### src/hdl/sws_pkg.sv
package sws_pkg;

  localparam logic [2:0] REQ_START  = 3'd0;
  localparam logic [2:0] REQ_OK     = 3'd1;
  localparam logic [2:0] REQ_ERROR  = 3'd2;
  localparam logic [2:0] REQ_CANCEL = 3'd3;
  localparam logic [2:0] REQ_STOP   = 3'd4;
  localparam logic [2:0] REQ_END    = 3'd5;

  localparam logic [1:0] HDR_DATA = 2'd0;
  localparam logic [1:0] HDR_ERR  = 2'd1;
  localparam logic [1:0] HDR_CCL  = 2'd2;

  localparam logic [1:0] CFG_FILE_LENGTH     = 2'd0;
  localparam logic [1:0] CFG_SEGMENT_PAYLOAD = 2'd1;
  localparam logic [1:0] CFG_PACKET_COUNT    = 2'd2;

  localparam logic [15:0] RST_SEGMENT_PAYLOAD = 16'd1012;
  localparam logic [31:0] RST_PACKET_COUNT    = 32'd1;

  localparam logic [7:0] RETRY_LIMIT = 8'd10;
  localparam logic [7:0] RETRY_MAX   = 8'd255;

  localparam int PROD_W    = 39;
  localparam int DIV_STEPS = 39;
  localparam int CNT_W     = 6;
  localparam logic [6:0] PCT_MAX = 7'd100;

  typedef struct packed {
    logic cap;
    logic mul;
    logic step;
    logic upd;
  } sws_cmd_t;

endpackage

### src/hdl/sws_ctrl.sv
module sws_ctrl (
  input  logic              clk,
  input  logic              rst_n,
  input  logic              in_valid,
  output logic              in_ready,
  output logic              out_valid,
  input  logic              out_ready,
  output sws_pkg::sws_cmd_t cmd
);

  localparam logic [1:0] ST_IDLE = 2'd0;
  localparam logic [1:0] ST_MUL  = 2'd1;
  localparam logic [1:0] ST_DIV  = 2'd2;
  localparam logic [1:0] ST_DONE = 2'd3;

  logic [1:0]                 state_r, state_nxt;
  logic [sws_pkg::CNT_W-1:0]  cnt_r, cnt_nxt;
  logic                       out_valid_r, out_valid_nxt;
  logic                       out_free;
  logic                       last_step;

  assign out_free  = !out_valid_r || out_ready;
  assign last_step = (cnt_r == sws_pkg::CNT_W'(sws_pkg::DIV_STEPS - 1));
  assign in_ready  = (state_r == ST_IDLE);
  assign out_valid = out_valid_r;

  always_comb begin
    state_nxt     = state_r;
    cnt_nxt       = cnt_r;
    out_valid_nxt = out_valid_r && !out_ready;
    cmd           = '0;
    unique case (state_r)
      ST_IDLE: begin
        if (in_valid) begin
          cmd.cap   = 1'b1;
          state_nxt = ST_MUL;
        end
      end
      ST_MUL: begin
        cmd.mul   = 1'b1;
        cnt_nxt   = '0;
        state_nxt = ST_DIV;
      end
      ST_DIV: begin
        cmd.step = 1'b1;
        cnt_nxt  = cnt_r + 1'b1;
        if (last_step) begin
          state_nxt = ST_DONE;
        end
      end
      ST_DONE: begin
        if (out_free) begin
          cmd.upd       = 1'b1;
          out_valid_nxt = 1'b1;
          state_nxt     = ST_IDLE;
        end
      end
      default: state_nxt = ST_IDLE;
    endcase
  end

  always_ff @(posedge clk) begin
    if (!rst_n) begin
      state_r     <= ST_IDLE;
      cnt_r       <= '0;
      out_valid_r <= 1'b0;
    end else begin
      state_r     <= state_nxt;
      cnt_r       <= cnt_nxt;
      out_valid_r <= out_valid_nxt;
    end
  end

`ifndef SYNTH
  a_busy_after_accept: assert property (@(posedge clk) disable iff (!rst_n)
    (in_valid && in_ready) |=> !in_ready)
    else $error("input taken while a transaction is in flight");

  a_upd_needs_room: assert property (@(posedge clk) disable iff (!rst_n)
    cmd.upd |-> (!out_valid_r || out_ready))
    else $error("result overwrites a pending transaction");

  a_cnt_range: assert property (@(posedge clk) disable iff (!rst_n)
    (state_r == ST_DIV) |-> (cnt_r < sws_pkg::CNT_W'(sws_pkg::DIV_STEPS)))
    else $error("divider step count out of range");

  a_result_after_div: assert property (@(posedge clk) disable iff (!rst_n)
    cmd.upd |-> ($past(state_r) == ST_DIV || $past(state_r) == ST_DONE))
    else $error("result produced without a division");
`endif

endmodule

### src/hdl/sws_dpath.sv
module sws_dpath (
  input  logic              clk,
  input  logic              rst_n,
  input  sws_pkg::sws_cmd_t cmd,
  input  logic              cfg_we,
  input  logic [1:0]        cfg_index,
  input  logic [31:0]       cfg_data,
  input  logic [2:0]        in_req_type,
  input  logic [31:0]       in_echo_start,
  input  logic [15:0]       in_echo_size,
  input  logic              in_pause_flag,
  input  logic              in_cancel_flag,
  output logic              out_send_valid,
  output logic [31:0]       out_seg_offset,
  output logic [15:0]       out_seg_length,
  output logic [1:0]        out_header_code,
  output logic              out_finished,
  output logic [6:0]        out_progress_pct,
  output logic [7:0]        out_retry_total
);

  logic [31:0] file_length_r;
  logic [15:0] segment_payload_r;
  logic [31:0] packet_count_r;

  logic [31:0] last_offset_r, last_offset_nxt;
  logic [15:0] last_length_r, last_length_nxt;
  logic [31:0] packet_index_r, packet_index_nxt;
  logic [7:0]  retry_count_r, retry_count_nxt;

  logic [2:0]  req_r;
  logic [31:0] es_r;
  logic [15:0] ez_r;
  logic        pause_r;
  logic        cancel_r;

  logic [32:0] nxt_r;
  logic [15:0] ok_len_r;

  logic [sws_pkg::PROD_W-1:0] dq_r;
  logic [31:0]                rem_r;
  logic [sws_pkg::PROD_W-1:0] prod;
  logic [32:0]                shifted;
  logic [33:0]                diff;
  logic                       ge;

  logic        send_valid_r;
  logic [31:0] seg_offset_r;
  logic [15:0] seg_length_r;
  logic [1:0]  header_code_r;
  logic        finished_r;
  logic [6:0]  progress_pct_r;
  logic [7:0]  retry_total_r;

  logic        send_nxt;
  logic [31:0] off_nxt;
  logic [15:0] len_nxt;
  logic [1:0]  hdr_nxt;
  logic        fin_nxt;
  logic [6:0]  pct;
  logic        match;
  logic [15:0] start_len;
  logic [31:0] ok_rem;

  always_ff @(posedge clk) begin
    if (!rst_n) begin
      file_length_r     <= '0;
      segment_payload_r <= sws_pkg::RST_SEGMENT_PAYLOAD;
      packet_count_r    <= sws_pkg::RST_PACKET_COUNT;
    end else if (cfg_we) begin
      unique case (cfg_index)
        sws_pkg::CFG_FILE_LENGTH:     file_length_r     <= cfg_data;
        sws_pkg::CFG_SEGMENT_PAYLOAD: segment_payload_r <= cfg_data[15:0];
        sws_pkg::CFG_PACKET_COUNT:    packet_count_r    <= cfg_data;
        default: ;
      endcase
    end
  end

  always_ff @(posedge clk) begin
    if (cmd.cap) begin
      req_r    <= in_req_type;
      es_r     <= in_echo_start;
      ez_r     <= in_echo_size;
      pause_r  <= in_pause_flag;
      cancel_r <= in_cancel_flag;
    end
  end

  assign prod = sws_pkg::PROD_W'({packet_index_r, 6'b0})
              + sws_pkg::PROD_W'({packet_index_r, 5'b0})
              + sws_pkg::PROD_W'({packet_index_r, 2'b0});

  assign shifted = {rem_r, dq_r[sws_pkg::PROD_W-1]};
  assign diff    = {1'b0, shifted} - {2'b00, packet_count_r};
  assign ge      = !diff[33];

  assign ok_rem = file_length_r - nxt_r[31:0];

  always_ff @(posedge clk) begin
    if (cmd.mul) begin
      dq_r  <= prod;
      rem_r <= '0;
      nxt_r <= {1'b0, es_r} + {17'b0, segment_payload_r};
    end else if (cmd.step) begin
      dq_r  <= {dq_r[sws_pkg::PROD_W-2:0], ge};
      rem_r <= ge ? diff[31:0] : shifted[31:0];
      if (nxt_r < {1'b0, file_length_r}) begin
        ok_len_r <= (ok_rem < {16'b0, segment_payload_r}) ? ok_rem[15:0] : segment_payload_r;
      end else begin
        ok_len_r <= '0;
      end
    end
  end

  always_comb begin
    if (packet_count_r == '0) begin
      pct = '0;
    end else if (dq_r > sws_pkg::PROD_W'(sws_pkg::PCT_MAX)) begin
      pct = sws_pkg::PCT_MAX;
    end else begin
      pct = dq_r[6:0];
    end
  end

  assign match     = (es_r == last_offset_r) && (ez_r == last_length_r);
  assign start_len = (file_length_r <= {16'b0, segment_payload_r}) ?
                     file_length_r[15:0] : segment_payload_r;

  always_comb begin
    last_offset_nxt  = last_offset_r;
    last_length_nxt  = last_length_r;
    packet_index_nxt = packet_index_r;
    retry_count_nxt  = retry_count_r;
    send_nxt         = 1'b0;
    off_nxt          = '0;
    len_nxt          = '0;
    hdr_nxt          = sws_pkg::HDR_DATA;
    fin_nxt          = 1'b0;
    if (!pause_r) begin
      priority if (match && (req_r == sws_pkg::REQ_END || req_r == sws_pkg::REQ_CANCEL)) begin
        fin_nxt = 1'b1;
      end else if (match && req_r == sws_pkg::REQ_START && es_r == '0 && ez_r == '0) begin
        retry_count_nxt  = '0;
        packet_index_nxt = 32'd1;
        last_offset_nxt  = '0;
        last_length_nxt  = start_len;
        off_nxt          = '0;
        len_nxt          = start_len;
      end else if (match && req_r == sws_pkg::REQ_OK) begin
        retry_count_nxt  = '0;
        packet_index_nxt = packet_index_r + 32'd1;
        last_offset_nxt  = nxt_r[31:0];
        last_length_nxt  = ok_len_r;
        off_nxt          = nxt_r[31:0];
        len_nxt          = ok_len_r;
      end else if (match && req_r == sws_pkg::REQ_STOP) begin
        off_nxt = '0;
        len_nxt = '0;
      end else begin
        if (retry_count_r != sws_pkg::RETRY_MAX) begin
          retry_count_nxt = retry_count_r + 8'd1;
        end
        off_nxt = last_offset_r;
        len_nxt = last_length_r;
      end
      if (!fin_nxt) begin
        send_nxt = 1'b1;
        if (retry_count_nxt > sws_pkg::RETRY_LIMIT) begin
          hdr_nxt = sws_pkg::HDR_ERR;
        end
        if (cancel_r) begin
          hdr_nxt = sws_pkg::HDR_CCL;
        end
      end
    end
  end

  always_ff @(posedge clk) begin
    if (!rst_n) begin
      last_offset_r  <= '0;
      last_length_r  <= '0;
      packet_index_r <= '0;
      retry_count_r  <= '0;
    end else if (cmd.upd) begin
      last_offset_r  <= last_offset_nxt;
      last_length_r  <= last_length_nxt;
      packet_index_r <= packet_index_nxt;
      retry_count_r  <= retry_count_nxt;
    end
  end

  always_ff @(posedge clk) begin
    if (cmd.upd) begin
      send_valid_r   <= send_nxt;
      seg_offset_r   <= off_nxt;
      seg_length_r   <= len_nxt;
      header_code_r  <= hdr_nxt;
      finished_r     <= fin_nxt;
      progress_pct_r <= pct;
      retry_total_r  <= retry_count_nxt;
    end
  end

  assign out_send_valid   = send_valid_r;
  assign out_seg_offset   = seg_offset_r;
  assign out_seg_length   = seg_length_r;
  assign out_header_code  = header_code_r;
  assign out_finished     = finished_r;
  assign out_progress_pct = progress_pct_r;
  assign out_retry_total  = retry_total_r;

endmodule

### src/hdl/stop_and_wait_segment_sender.sv
// A transaction runs through capture, the product step, the 39-step restoring
// divider for the progress percentage and the result update; a new one is
// accepted only after the previous one has handed over its result.
// The next transaction is accepted while a result still waits on out_ready.
// Reset (rst_n, synchronous, active low) clears the segment state, counters,
// handshake state and restores the configuration register defaults.
module stop_and_wait_segment_sender (
  input  logic        clk,
  input  logic        rst_n,
  input  logic        cfg_we,
  input  logic [1:0]  cfg_index,
  input  logic [31:0] cfg_data,
  input  logic        in_valid,
  output logic        in_ready,
  input  logic [2:0]  in_req_type,
  input  logic [31:0] in_echo_start,
  input  logic [15:0] in_echo_size,
  input  logic        in_pause_flag,
  input  logic        in_cancel_flag,
  output logic        out_valid,
  input  logic        out_ready,
  output logic        out_send_valid,
  output logic [31:0] out_seg_offset,
  output logic [15:0] out_seg_length,
  output logic [1:0]  out_header_code,
  output logic        out_finished,
  output logic [6:0]  out_progress_pct,
  output logic [7:0]  out_retry_total
);

  sws_pkg::sws_cmd_t cmd;

  sws_ctrl u_ctrl (
    .clk       (clk),
    .rst_n     (rst_n),
    .in_valid  (in_valid),
    .in_ready  (in_ready),
    .out_valid (out_valid),
    .out_ready (out_ready),
    .cmd       (cmd)
  );

  sws_dpath u_dpath (
    .clk              (clk),
    .rst_n            (rst_n),
    .cmd              (cmd),
    .cfg_we           (cfg_we),
    .cfg_index        (cfg_index),
    .cfg_data         (cfg_data),
    .in_req_type      (in_req_type),
    .in_echo_start    (in_echo_start),
    .in_echo_size     (in_echo_size),
    .in_pause_flag    (in_pause_flag),
    .in_cancel_flag   (in_cancel_flag),
    .out_send_valid   (out_send_valid),
    .out_seg_offset   (out_seg_offset),
    .out_seg_length   (out_seg_length),
    .out_header_code  (out_header_code),
    .out_finished     (out_finished),
    .out_progress_pct (out_progress_pct),
    .out_retry_total  (out_retry_total)
  );

endmodule

### config.mk
export PLATFORM = sky130hd
export DESIGN_NAME = stop_and_wait_segment_sender
export DESIGN_NICKNAME = d
export VERILOG_FILES = /design/src/hdl/sws_pkg.sv /design/src/hdl/sws_ctrl.sv /design/src/hdl/sws_dpath.sv /design/src/hdl/stop_and_wait_segment_sender.sv
export SDC_FILE = /design/constraint.sdc
export NUM_CORES = 1
export LEC_CHECK = 0
export BUFFER_PORTS_ARGS = -buffer_cell sky130_fd_sc_hd__buf_2
export CAP_MARGIN = 20
export CORE_ASPECT_RATIO = 1.1
export CORE_MARGIN = 10
export CORE_UTILIZATION = 38
export CTS_BUF_LIST = sky130_fd_sc_hd__clkbuf_16
export DETAILED_ROUTE_END_ITERATION = 6
export SYNTH_ARGS = -nofsm -noshare
export SYNTH_HDL_FRONTEND = slang
export SYNTH_SLANG_ARGS = --single-unit
### constraint.sdc
create_clock -name clk -period 5.34 [get_ports clk]
set_clock_uncertainty 0.1 [all_clocks]
set_input_delay 1.602 -clock clk [delete_from_list [all_inputs] [get_ports clk]]
set_output_delay 1.602 -clock clk [all_outputs]
set_load 0.01 [all_outputs]
==> results.txt, run 1 <==
Placed wire-length estimate - 63800 µm
Commonest non-fill, non-tap cells in the layout - nand2_1 (313), nor2_1 (240), a21oi_1 (221)
Final setup TNS - 0 ns
CTS root buf - clkbuf_16
RSZ-0062 raised after global routing - false
Mapped Area - 25800 µm²
Fillers - 6525
Final-report max-slew violation count - 0
Die H - 293 µm
CTS Buffer Depth - 3
Synth top area cells - edfxtp_1 (24%), dfxtp_1 (16%), ha_1 (10%), nand2_1 (4.5%), a21oi_1 (4.3%)
Antenna-violating nets left - 0
Slew headroom - 17.5%
Largest stage delay, worst path - 0.50 ns
Core Region - 67600 µm²
Most common cell after layout, fill and taps aside - nand2_1
Slew of the pin with the lowest slew margin - 1.23 ns
Vias per cell - 5.60
Initial Util - 38.2%
Synth Register Bits - 417
Placed cell areas - 27700 µm²
Multi-input logic area - 14400 µm²
Drt wl/cell - 21.9 µm
Fin nets - 3227
Drt first pass iters - 5
Htree depth - 2
Fmax - 199 MHz
Initial antenna violation count - 8
Port Buf Inserts - 160
Gr usage total - 20.6%
Final instance area - 29300 µm²
R2R Setup Slk - 0.32 ns
Synth warn - 0
CTS tree - built
Family with the most delay on the worst path - compound AO/OA/AOI/OAI gates
Critical path required time - 5.56 ns
Post-synth cell types - 98
IO Pins - 161
Maxcap violations - 0
Post-Syn Instances - 2749
Critical Path Start Type - register
Peak VDD IR - 0.247 mV
Share of cells above drive strength 1 - 12.4%
Skew-Pair Late Insertion Delay - 0.62 ns
First-pass GRT wire length - 127000 µm
Syn Area/Cell - 9.40 µm²
Pwr Density - 429 nW/µm²
Critical Path Sink Type - register
CP Cell Sequence - inv_1 > ha_1 > inv_1 > fa_1 > a211oi_2 > o211ai_2 > a31o_2 > a21oi_1 > xnor2_1 > ha_1 > a2111oi_0 > o21ai_0 > o21ai_2 > o2111ai_1 > or4_4 > or4_4 > o311ai_1 > nand2_1
Status - finished clean
Cts bufs inserted - 49
Remaining global-route overflow - 0
Die area - 78800 µm²
Count of flip-flops with a built-in enable after synthesis - 208
Detailed Route WL - 83000 µm
Row Count - 100
Min-Delay Path Class - register to register
Vias in the first global route - 21308
GPL Wtd Cong - 0.925
Vias - 21253
Hold Vio Cnt, Final - 0
Reg area - 10400 µm²
LEAKAGE - 11.9 nW
DRC violations left - 0
Largest net degree at the start of global routing - 79
Die X - 269 µm
Crit path from - u_dpath.file_length_r[0]
Crit Path Class - register to register
Slowest cell on crit path - or4_4
Final setup viols - 0
FF-to-FF Start - u_dpath.file_length_r[0]
Syn nets - 3086
Clk sinks - 417
Yosys top cell area share - 24.2%
Ys async rst share - 0%
Layout area overhead - 13.5%
Main synth FF type - dfxtp_1
CTS clk-pin slew, worst paths - 0.06 ns
Worst Path Arrival - 5.24 ns
Register area share after synthesis - 40.4%
Hold wc startpoint - u_dpath.packet_count_r[23]
Cell taking the most area after synthesis - edfxtp_1
CP Max Fanout - 5
Cts hold-fix bufs - 0
WP buf/inv - 2
Final period utilization - 94.0%
1st-iter DRT viols - 1491
Min Tclk post-route - 5.02 ns
[timing repair]
| action | in CTS | in global routing |
|---|---|---|
| setup endpoints to repair | 0 | 16 |
| resized for setup | 0 | 8 |
| setup buffers | 0 | 2 |
[state kept, by name, summed over array words and instances, names as in the netlist, 32 cells and up]
register / cells
u_dpath.last_offset_r: 32
u_dpath.dq_r: 39
u_dpath.rem_r: 32
u_dpath.file_length_r: 32
u_dpath.packet_index_r: 32
u_dpath.nxt_r: 33
u_dpath.out_seg_offset: 32
u_dpath.packet_count_r: 32
u_dpath.es_r: 32
[worst min-delay path: stages (launching register included)]
cell	delay (ns)
dfxtp_1	0.32
nand2_1	0.06
a21oi_1	0.05
[final timing paths]
kind | to | depth (start not counted)
setup / recovery | u_dpath.ok_len_r[11] | 18
hold / removal | u_dpath.packet_count_r[23] | 2
setup reg to reg | u_dpath.ok_len_r[11] | 18
hold reg to reg | u_dpath.packet_count_r[23] | 2
[cells in the mapped netlist, types with 11 or more instances]
library cell    n
a21o_1         47
nand2_1       313
edfxtp_1      208
a31oi_1        15
o211ai_1       24
a211oi_1       22
o221ai_1       17
mux2_2         27
and3_1         43
a311oi_1       20
clkbuf_1       82
a21oi_1       222
nand4_1        49
nor3_1         29
nor2_1        241
a22oi_1        49
o21bai_1       11
o21ai_1        12
nor4_1         38
nand3_1        47
nand2b_1       23
o22ai_1        35
buf_2          19
o21a_1         52
fa_1           32
dfxtp_1       209
o21ai_0        67
xnor2_1       125
xor2_1         57
and2_1         16
nor2b_1        31
inv_1         161
mux2i_1        26
ha_1          213
[power breakdown]
part | internal (W) | switching (W) | leakage, nW | total [W]
combinational | 0.00176 | 0.00280 | 7.35 | 0.00457
sequential | 0.00414 | 0.000559 | 3.69 | 0.00470
clock | 0.00190 | 0.00143 | 0.842 | 0.00332
total | 0.00780 | 0.00479 | 11.9 | 0.0126
[per-layer routing]
| metal | part of all wire (%) | global-route usage, % | up-vias | routed length (µm) |
|---|---|---|---|---|
| met3 | 5.8 | 3.51 | 140 | 4850 |
| met4 | 3.7 | 7.90 | 10 | 3070 |
| met1 | 43 | 25.9 | 10257 | 35600 |
| met5 | 0.088 | 0 | - | 73 |
| li1 | - | - | 10205 | - |
| met2 | 48 | 34.7 | 641 | 39500 |
[area by class of cell]
class,count,share of cell area [%]
clock buffers,53,4.52
well taps,867,3.70
flip-flops and latches,417,35.6
repair buffers,205,4.04
multi-input cells,2054,49.2
clock inverters,38,0.926
inverters,163,2.09
diodes,1,0.00853
[per-stage QoR]
step                hold slack [ns]  cells  util (%)  total power (W)  setup slack (ns)
global placement              0.361   3703      40.9          0.00921             0.184
finish                        0.375   3798      43.4           0.0126             0.323
CTS                           0.377   3795      43.3           0.0126            0.0702
floorplan                     0.349   2749         -          0.00783             0.215
detailed placement            0.369   3704      41.0          0.00927             0.127
global route                  0.393   3798      43.4           0.0133           0.00685
[cells by family (layout without fill, tap and decap cells)]
logic type	after synthesis	count (layout)	share of synthesized area, %
buffers and inverters	278	459	4.31
adder cells (fa/ha/maj)	245	245	12.8
flip-flops	417	417	40.4
multiplexers	54	54	2.23
other	0	1	0
AND/OR/NAND/NOR	880	880	16.0
AO/OA/AOI/OAI	693	693	18.2
XOR/XNOR	182	182	6.17
No activity file was read; power rests on OpenSTA's default activity.
==> run 2: changes to the inputs <==
- CELL_PAD_IN_SITES_DETAIL_PLACEMENT: unset -> 1
- CELL_PAD_IN_SITES_GLOBAL_PLACEMENT: unset -> 1
- PLACE_DENSITY_LB_ADDON: unset -> 0.1
- SETUP_SLACK_MARGIN: unset -> 0.4
==> results.txt, run 2 (same netlist as run 1, synthesis figures left out) <==
LEAKAGE - 12.1 nW
Maxcap violations - 0
1st-iter DRT viols - 1237
Critical Path Start Type - register
Antenna-violating nets left - 0
Slew headroom - 33.7%
Htree depth - 2
Crit Path Class - register to register
Slew of the pin with the lowest slew margin - 0.981 ns
Vias in the first global route - 22989
Port Buf Inserts - 160
Die area - 78800 µm²
CTS tree - built
Combinational share of power - 38.4%
Vias - 21790
Fmax - 200 MHz
IO Pins - 161
Pint - 0.00795 W
Final period utilization - 93.6%
Flop pwr share - 35.8%
Vias per cell - 5.66
Min Tclk post-route - 5.00 ns
CTS root buf - clkbuf_16
Initial Util - 38.2%
Core Region - 67600 µm²
Placed cell areas - 27800 µm²
Row Count - 100
Critical path required time - 5.57 ns
Fillers - 7710
Final instance area - 30000 µm²
Final setup viols - 0
Final-report max-slew violation count - 0
Worst Path Arrival - 5.23 ns
CTS clk-pin slew, worst paths - 0.06 ns
Detailed Route WL - 95600 µm
Status - finished clean
Commonest non-fill, non-tap cells in the layout - nand2_1 (312), nor2_1 (240), a21oi_1 (213)
Die X - 269 µm
Clk sinks - 417
Final setup TNS - 0 ns
Skew-Pair Late Insertion Delay - 0.66 ns
Pwr Density - 435 nW/µm²
Max reg flops - 39
Share of cells above drive strength 1 - 15.2%
Remaining global-route overflow - 0
Critical Path Sink Type - register
Cts hold-fix bufs - 0
CTS Buffer Depth - 3
Gr usage total - 23.8%
RSZ-0062 raised after global routing - true
Switching part of the total - 39.2%
Drt wl/cell - 24.8 µm
Drt first pass iters - 5
Cts bufs inserted - 50
Largest regs - u_dpath.dq_r (39), u_dpath.nxt_r (33)
GPL Wtd Cong - 0.966
First-pass GRT wire length - 144000 µm
Hold Vio Cnt, Final - 0
Placed wire-length estimate - 73700 µm
Clk pwr share - 25.8%
Layout area overhead - 16.3%
Fin nets - 3276
Peak VDD IR - 0.377 mV
Initial antenna violation count - 5
Most flop-heavy register - u_dpath.dq_r
Most common cell after layout, fill and taps aside - nand2_1
Net Sw Power - 0.00513 W
Die H - 293 µm
Largest net degree at the start of global routing - 72
Min-Delay Path Class - register to register
CP Max Fanout - 7
DRC violations left - 0
[run 2: cell count changes in the layout (fill, tap and decap cells not counted), moves of 3 or more]
cell	previous run	this run
o311ai_1	4	0
clkinv_1	6	14
ha_4	1	6
ha_2	2	12
a21oi_2	6	13
clkinvlp_4	1	6
buf_4	41	81
inv_6	3	0
a21oi_1	221	213
ha_1	210	195
inv_1	175	165
[run 2: layout make-up]
class | count | area (µm²) | share of cell area, %
inverter | 163 | 613 | 2.04
sequential | 417 | 10400 | 34.7
clock buffer | 50 | 1250 | 4.16
clock inverter | 44 | 354 | 1.18
tap | 867 | 1080 | 3.61
multi-input combinational | 2054 | 14700 | 48.8
timing repair buffer | 253 | 1640 | 5.46
antenna | 3 | 7.51 | 0.0250
[run 2: timing repair]
| item | 4_1_cts | 5_1_grt |
|---|---|---|
| setup buffers | 13 | 11 |
| resized for setup | 44 | 24 |
| setup endpoints to repair | 16 | 16 |
| pin swaps | 32 | 22 |
| cloned | 0 | 3 |
[run 2: metal layers]
metal | wire length (µm) | global-route usage (%)
met1 | 40500 | 28.9
met2 | 47300 | 41.6
met3 | 3410 | 2.56
met4 | 4310 | 10.5
met5 | 0 | 0
[run 2: critical path, stage by stage (launching register included)]
cell and delay, ns:
edfxtp_1 0.40, ha_2 0.21, inv_2 0.05, fa_2 0.23
a211oi_4 0.08, o211ai_4 0.28, nand3_2 0.13, a22oi_2 0.27
xor2_2 0.24, ha_1 0.29, nand2_1 0.09, o221ai_2 0.10
nor3_2 0.13, o2111ai_1 0.14, a2111oi_2 0.36, o2111ai_2 0.18
or4_4 0.45, buf_6 0.14, nor4_4 0.27, buf_4 0.20
buf_12 0.13, a21oi_1 0.06, o21a_1 0.18
[run 2: final timing paths]
kind,start,depth (start not counted),slack [ns],to
worst max register to register,u_dpath.nxt_r[0],22,0.34,u_dpath.ok_len_r[13]
worst max-delay path,u_dpath.nxt_r[0],22,0.34,u_dpath.ok_len_r[13]
worst min register to register,u_dpath.packet_count_r[2],2,0.39,u_dpath.packet_count_r[2]
worst min-delay path,u_dpath.packet_count_r[2],2,0.39,u_dpath.packet_count_r[2]
[run 2: metrics by stage]
| stage | util (%) | hold slack, ns | setup WS (ns) | power, W | cells |
|---|---|---|---|---|---|
| floorplan | - | 0.349 | 0.806 | 0.00783 | 2749 |
| global placement | 41.2 | 0.364 | 0.171 | 0.00944 | 3724 |
| detailed placement | 41.2 | 0.381 | 0.0418 | 0.00956 | 3724 |
| CTS | 44.0 | 0.397 | 0.356 | 0.0131 | 3831 |
| global route | 44.5 | 0.411 | 0.144 | 0.0139 | 3851 |
| finish | 44.5 | 0.389 | 0.344 | 0.0131 | 3851 |
[run 2: power groups by stage]
stage | clock network [W] | registers, W | logic (W)
final | 0.00337 | 0.00469 | 0.00502
after global routing | 0.00358 | 0.00474 | 0.00555
after CTS | 0.00347 | 0.00469 | 0.00494
after detailed placement | 0 | 0.00476 | 0.00480
after global placement | 0 | 0.00474 | 0.00470
after floorplan | 0 | 0.00450 | 0.00332
==> run 3: changes to the inputs <==
- ABC_AREA: unset -> 1
==> results.txt, run 3 <==
Initial antenna violation count - 3
Die H - 302 µm
Post-Syn Instances - 3561
Pre-CTS setup slack - 1.05 ns
CTS root buf - clkbuf_16
Synth top area cells - edfxtp_1 (23%), dfxtp_1 (15%), nand2_1 (9.8%), ha_1 (9.7%), a21oi_1 (7.1%)
1st-iter DRT viols - 1405
Register area share after synthesis - 37.9%
Final worst slack - 1.00 ns
Core Region - 71800 µm²
Die area - 83700 µm²
Fin nets - 4035
Min-Delay Path Class - register to register
Syn nets - 3898
Final period utilization - 81.3%
Post-synth top cells - nand2_1 (722), inv_1 (446), a21oi_1 (389)
Final setup TNS - 0 ns
Min Tclk post-route - 4.34 ns
Synth Register Bits - 417
Post-synth cell types - 56
Hold Vio Cnt, Final - 0
Cell taking the most area after synthesis - edfxtp_1
Share of cells above drive strength 1 - 9.18%
Largest regs - u_dpath.dq_r (39), u_dpath.nxt_r (33)
First-pass GRT wire length - 155000 µm
RSZ-0062 raised after global routing - false
Most flop-heavy register - u_dpath.dq_r
Vias - 25113
Final setup viols - 0
CTS tree - built
CTS Buffer Depth - 3
DRC violations left - 0
Skew-Pair Late Insertion Delay - 0.61 ns
Port Buf Inserts - 160
Row Count - 103
Critical path required time - 5.61 ns
Max reg flops - 39
Cts bufs inserted - 51
Worst Path Arrival - 4.61 ns
Drt first pass iters - 5
Remaining global-route overflow - 0
Main synth FF type - dfxtp_1
Antenna-violating nets left - 0
Vias in the first global route - 26607
Yosys top cell area share - 22.7%
Peak VDD IR - 0.324 mV
Largest net degree at the start of global routing - 70
Reg area - 10400 µm²
Htree depth - 2
Maxcap violations - 0
Initial Util - 38.4%
Clk sinks - 417
Most frequent cell after synthesis - nand2_1
LEAKAGE - 13.7 nW
Die X - 277 µm
Layout area overhead - 12.2%
Syn Area/Cell - 7.73 µm²
Placed wire-length estimate - 78400 µm
Ys async rst share - 0%
Most common cell after layout, fill and taps aside - nand2_1
Pwr Density - 451 nW/µm²
Detailed Route WL - 99900 µm
CTS clk-pin slew, worst paths - 0.06 ns
Status - finished clean
Critical Path Sink Type - register
Drt wl/cell - 21.3 µm
Fmax - 230 MHz
Post CTS Setup Buffer Count - 0
Critical Path Start Type - register
Final-report max-slew violation count - 0
Multi-input logic area - 14900 µm²
Slew of the pin with the lowest slew margin - 1.05 ns
Slew headroom - 29.1%
Crit Path Class - register to register
Cts hold-fix bufs - 0
Fillers - 8852
GPL Wtd Cong - 0.943
IO Pins - 161
CTS-repair resized insts - 0
CP Max Fanout - 31
Commonest non-fill, non-tap cells in the layout - nand2_1 (721), inv_1 (457), a21oi_1 (389)
Vias per cell - 5.36
Mapped Area - 27500 µm²
Gr usage total - 23.1%
Count of flip-flops with a built-in enable after synthesis - 208
Synth warn - 0
run 3: worst paths after layout:
kind,from,endpoint,slack (ns),cells after the start
hold / removal,u_dpath.packet_count_r[20],u_dpath.packet_count_r[20],0.38,2
hold reg to reg,u_dpath.packet_count_r[20],u_dpath.packet_count_r[20],0.38,2
setup reg to reg,u_dpath.file_length_r[14],u_dpath.ok_len_r[0],1.00,22
setup / recovery,u_dpath.file_length_r[14],u_dpath.ok_len_r[0],1.00,22
run 3: kinds of logic (layout without fill, tap and decap cells):
kind of cell | count (synthesis) | in the layout | synth area share [%]
compound gates | 787 | 787 | 16.4
xor+xnor | 119 | 119 | 3.78
fa+ha+maj | 245 | 245 | 12.0
buf+inv | 570 | 746 | 8.05
flops | 417 | 417 | 37.9
other cells | 0 | 3 | 0
simple gates | 1423 | 1423 | 21.9
run 3: cell type report:
| type | instances | share of cell area, % |
|---|---|---|
| multi-input combinational | 2574 | 48.3 |
| clock inverter | 41 | 0.992 |
| clock buffer | 51 | 4.13 |
| timing repair buffer | 191 | 3.34 |
| inverter | 463 | 5.63 |
| tap | 945 | 3.83 |
| antenna | 3 | 0.0243 |
| sequential | 417 | 33.7 |
run 3: per-layer routing:
| metal | wire length, µm | vias up | share of wire (%) | track usage [%] |
|---|---|---|---|---|
| met3 | 3160 | 99 | 3.2 | 2.60 |
| met1 | 44400 | 12384 | 44 | 28.7 |
| met2 | 50300 | 402 | 50 | 42.3 |
| met4 | 1990 | 0 | 2.0 | 5.23 |
| met5 | 0 | - | 0 | 0 |
| li1 | - | 12228 | - | - |
run 3: worst max-delay path, stage by stage, from the launching register on:
cell      delay, ns
dfxtp_1        0.43
ha_1           0.48
nand2_1        0.14
nor2_1         0.21
inv_1          0.06
nor2_1         0.18
nor2_1         0.06
nand2_1        0.17
xor2_1         0.40
ha_1           0.34
nand2_1        0.07
nor2_1         0.04
a211oi_1       0.22
nand2_1        0.09
inv_1          0.07
nand2_1        0.05
nor2_1         0.10
nand3_1        0.09
nor2_2         0.12
buf_4          0.33
nand2_1        0.13
nor2_1         0.12
nor2_1         0.06
run 3: through the flow:
step / cell area (µm²) / hold WS, ns / util, % / power, W / cells
3_5_place_dp: 29300 / 0.376 / 40.8 / 0.0106 / 4590
6_report: 30900 / 0.384 / 43.1 / 0.0139 / 4685
3_3_place_gp: 29300 / 0.365 / 40.8 / 0.0105 / 4590
5_1_grt: 30900 / 0.407 / 43.1 / 0.0150 / 4682
2_1_floorplan: 27500 / 0.338 / - / 0.00873 / 3561
4_1_cts: 30900 / 0.385 / 43.1 / 0.0141 / 4682
run 3: power breakdown:
| part | total, W | internal, W | switching (W) |
|---|---|---|---|
| logic | 0.00587 | 0.00187 | 0.00400 |
| clock network | 0.00337 | 0.00192 | 0.00144 |
| registers | 0.00469 | 0.00421 | 0.000486 |
| total | 0.0139 | 0.00801 | 0.00593 |
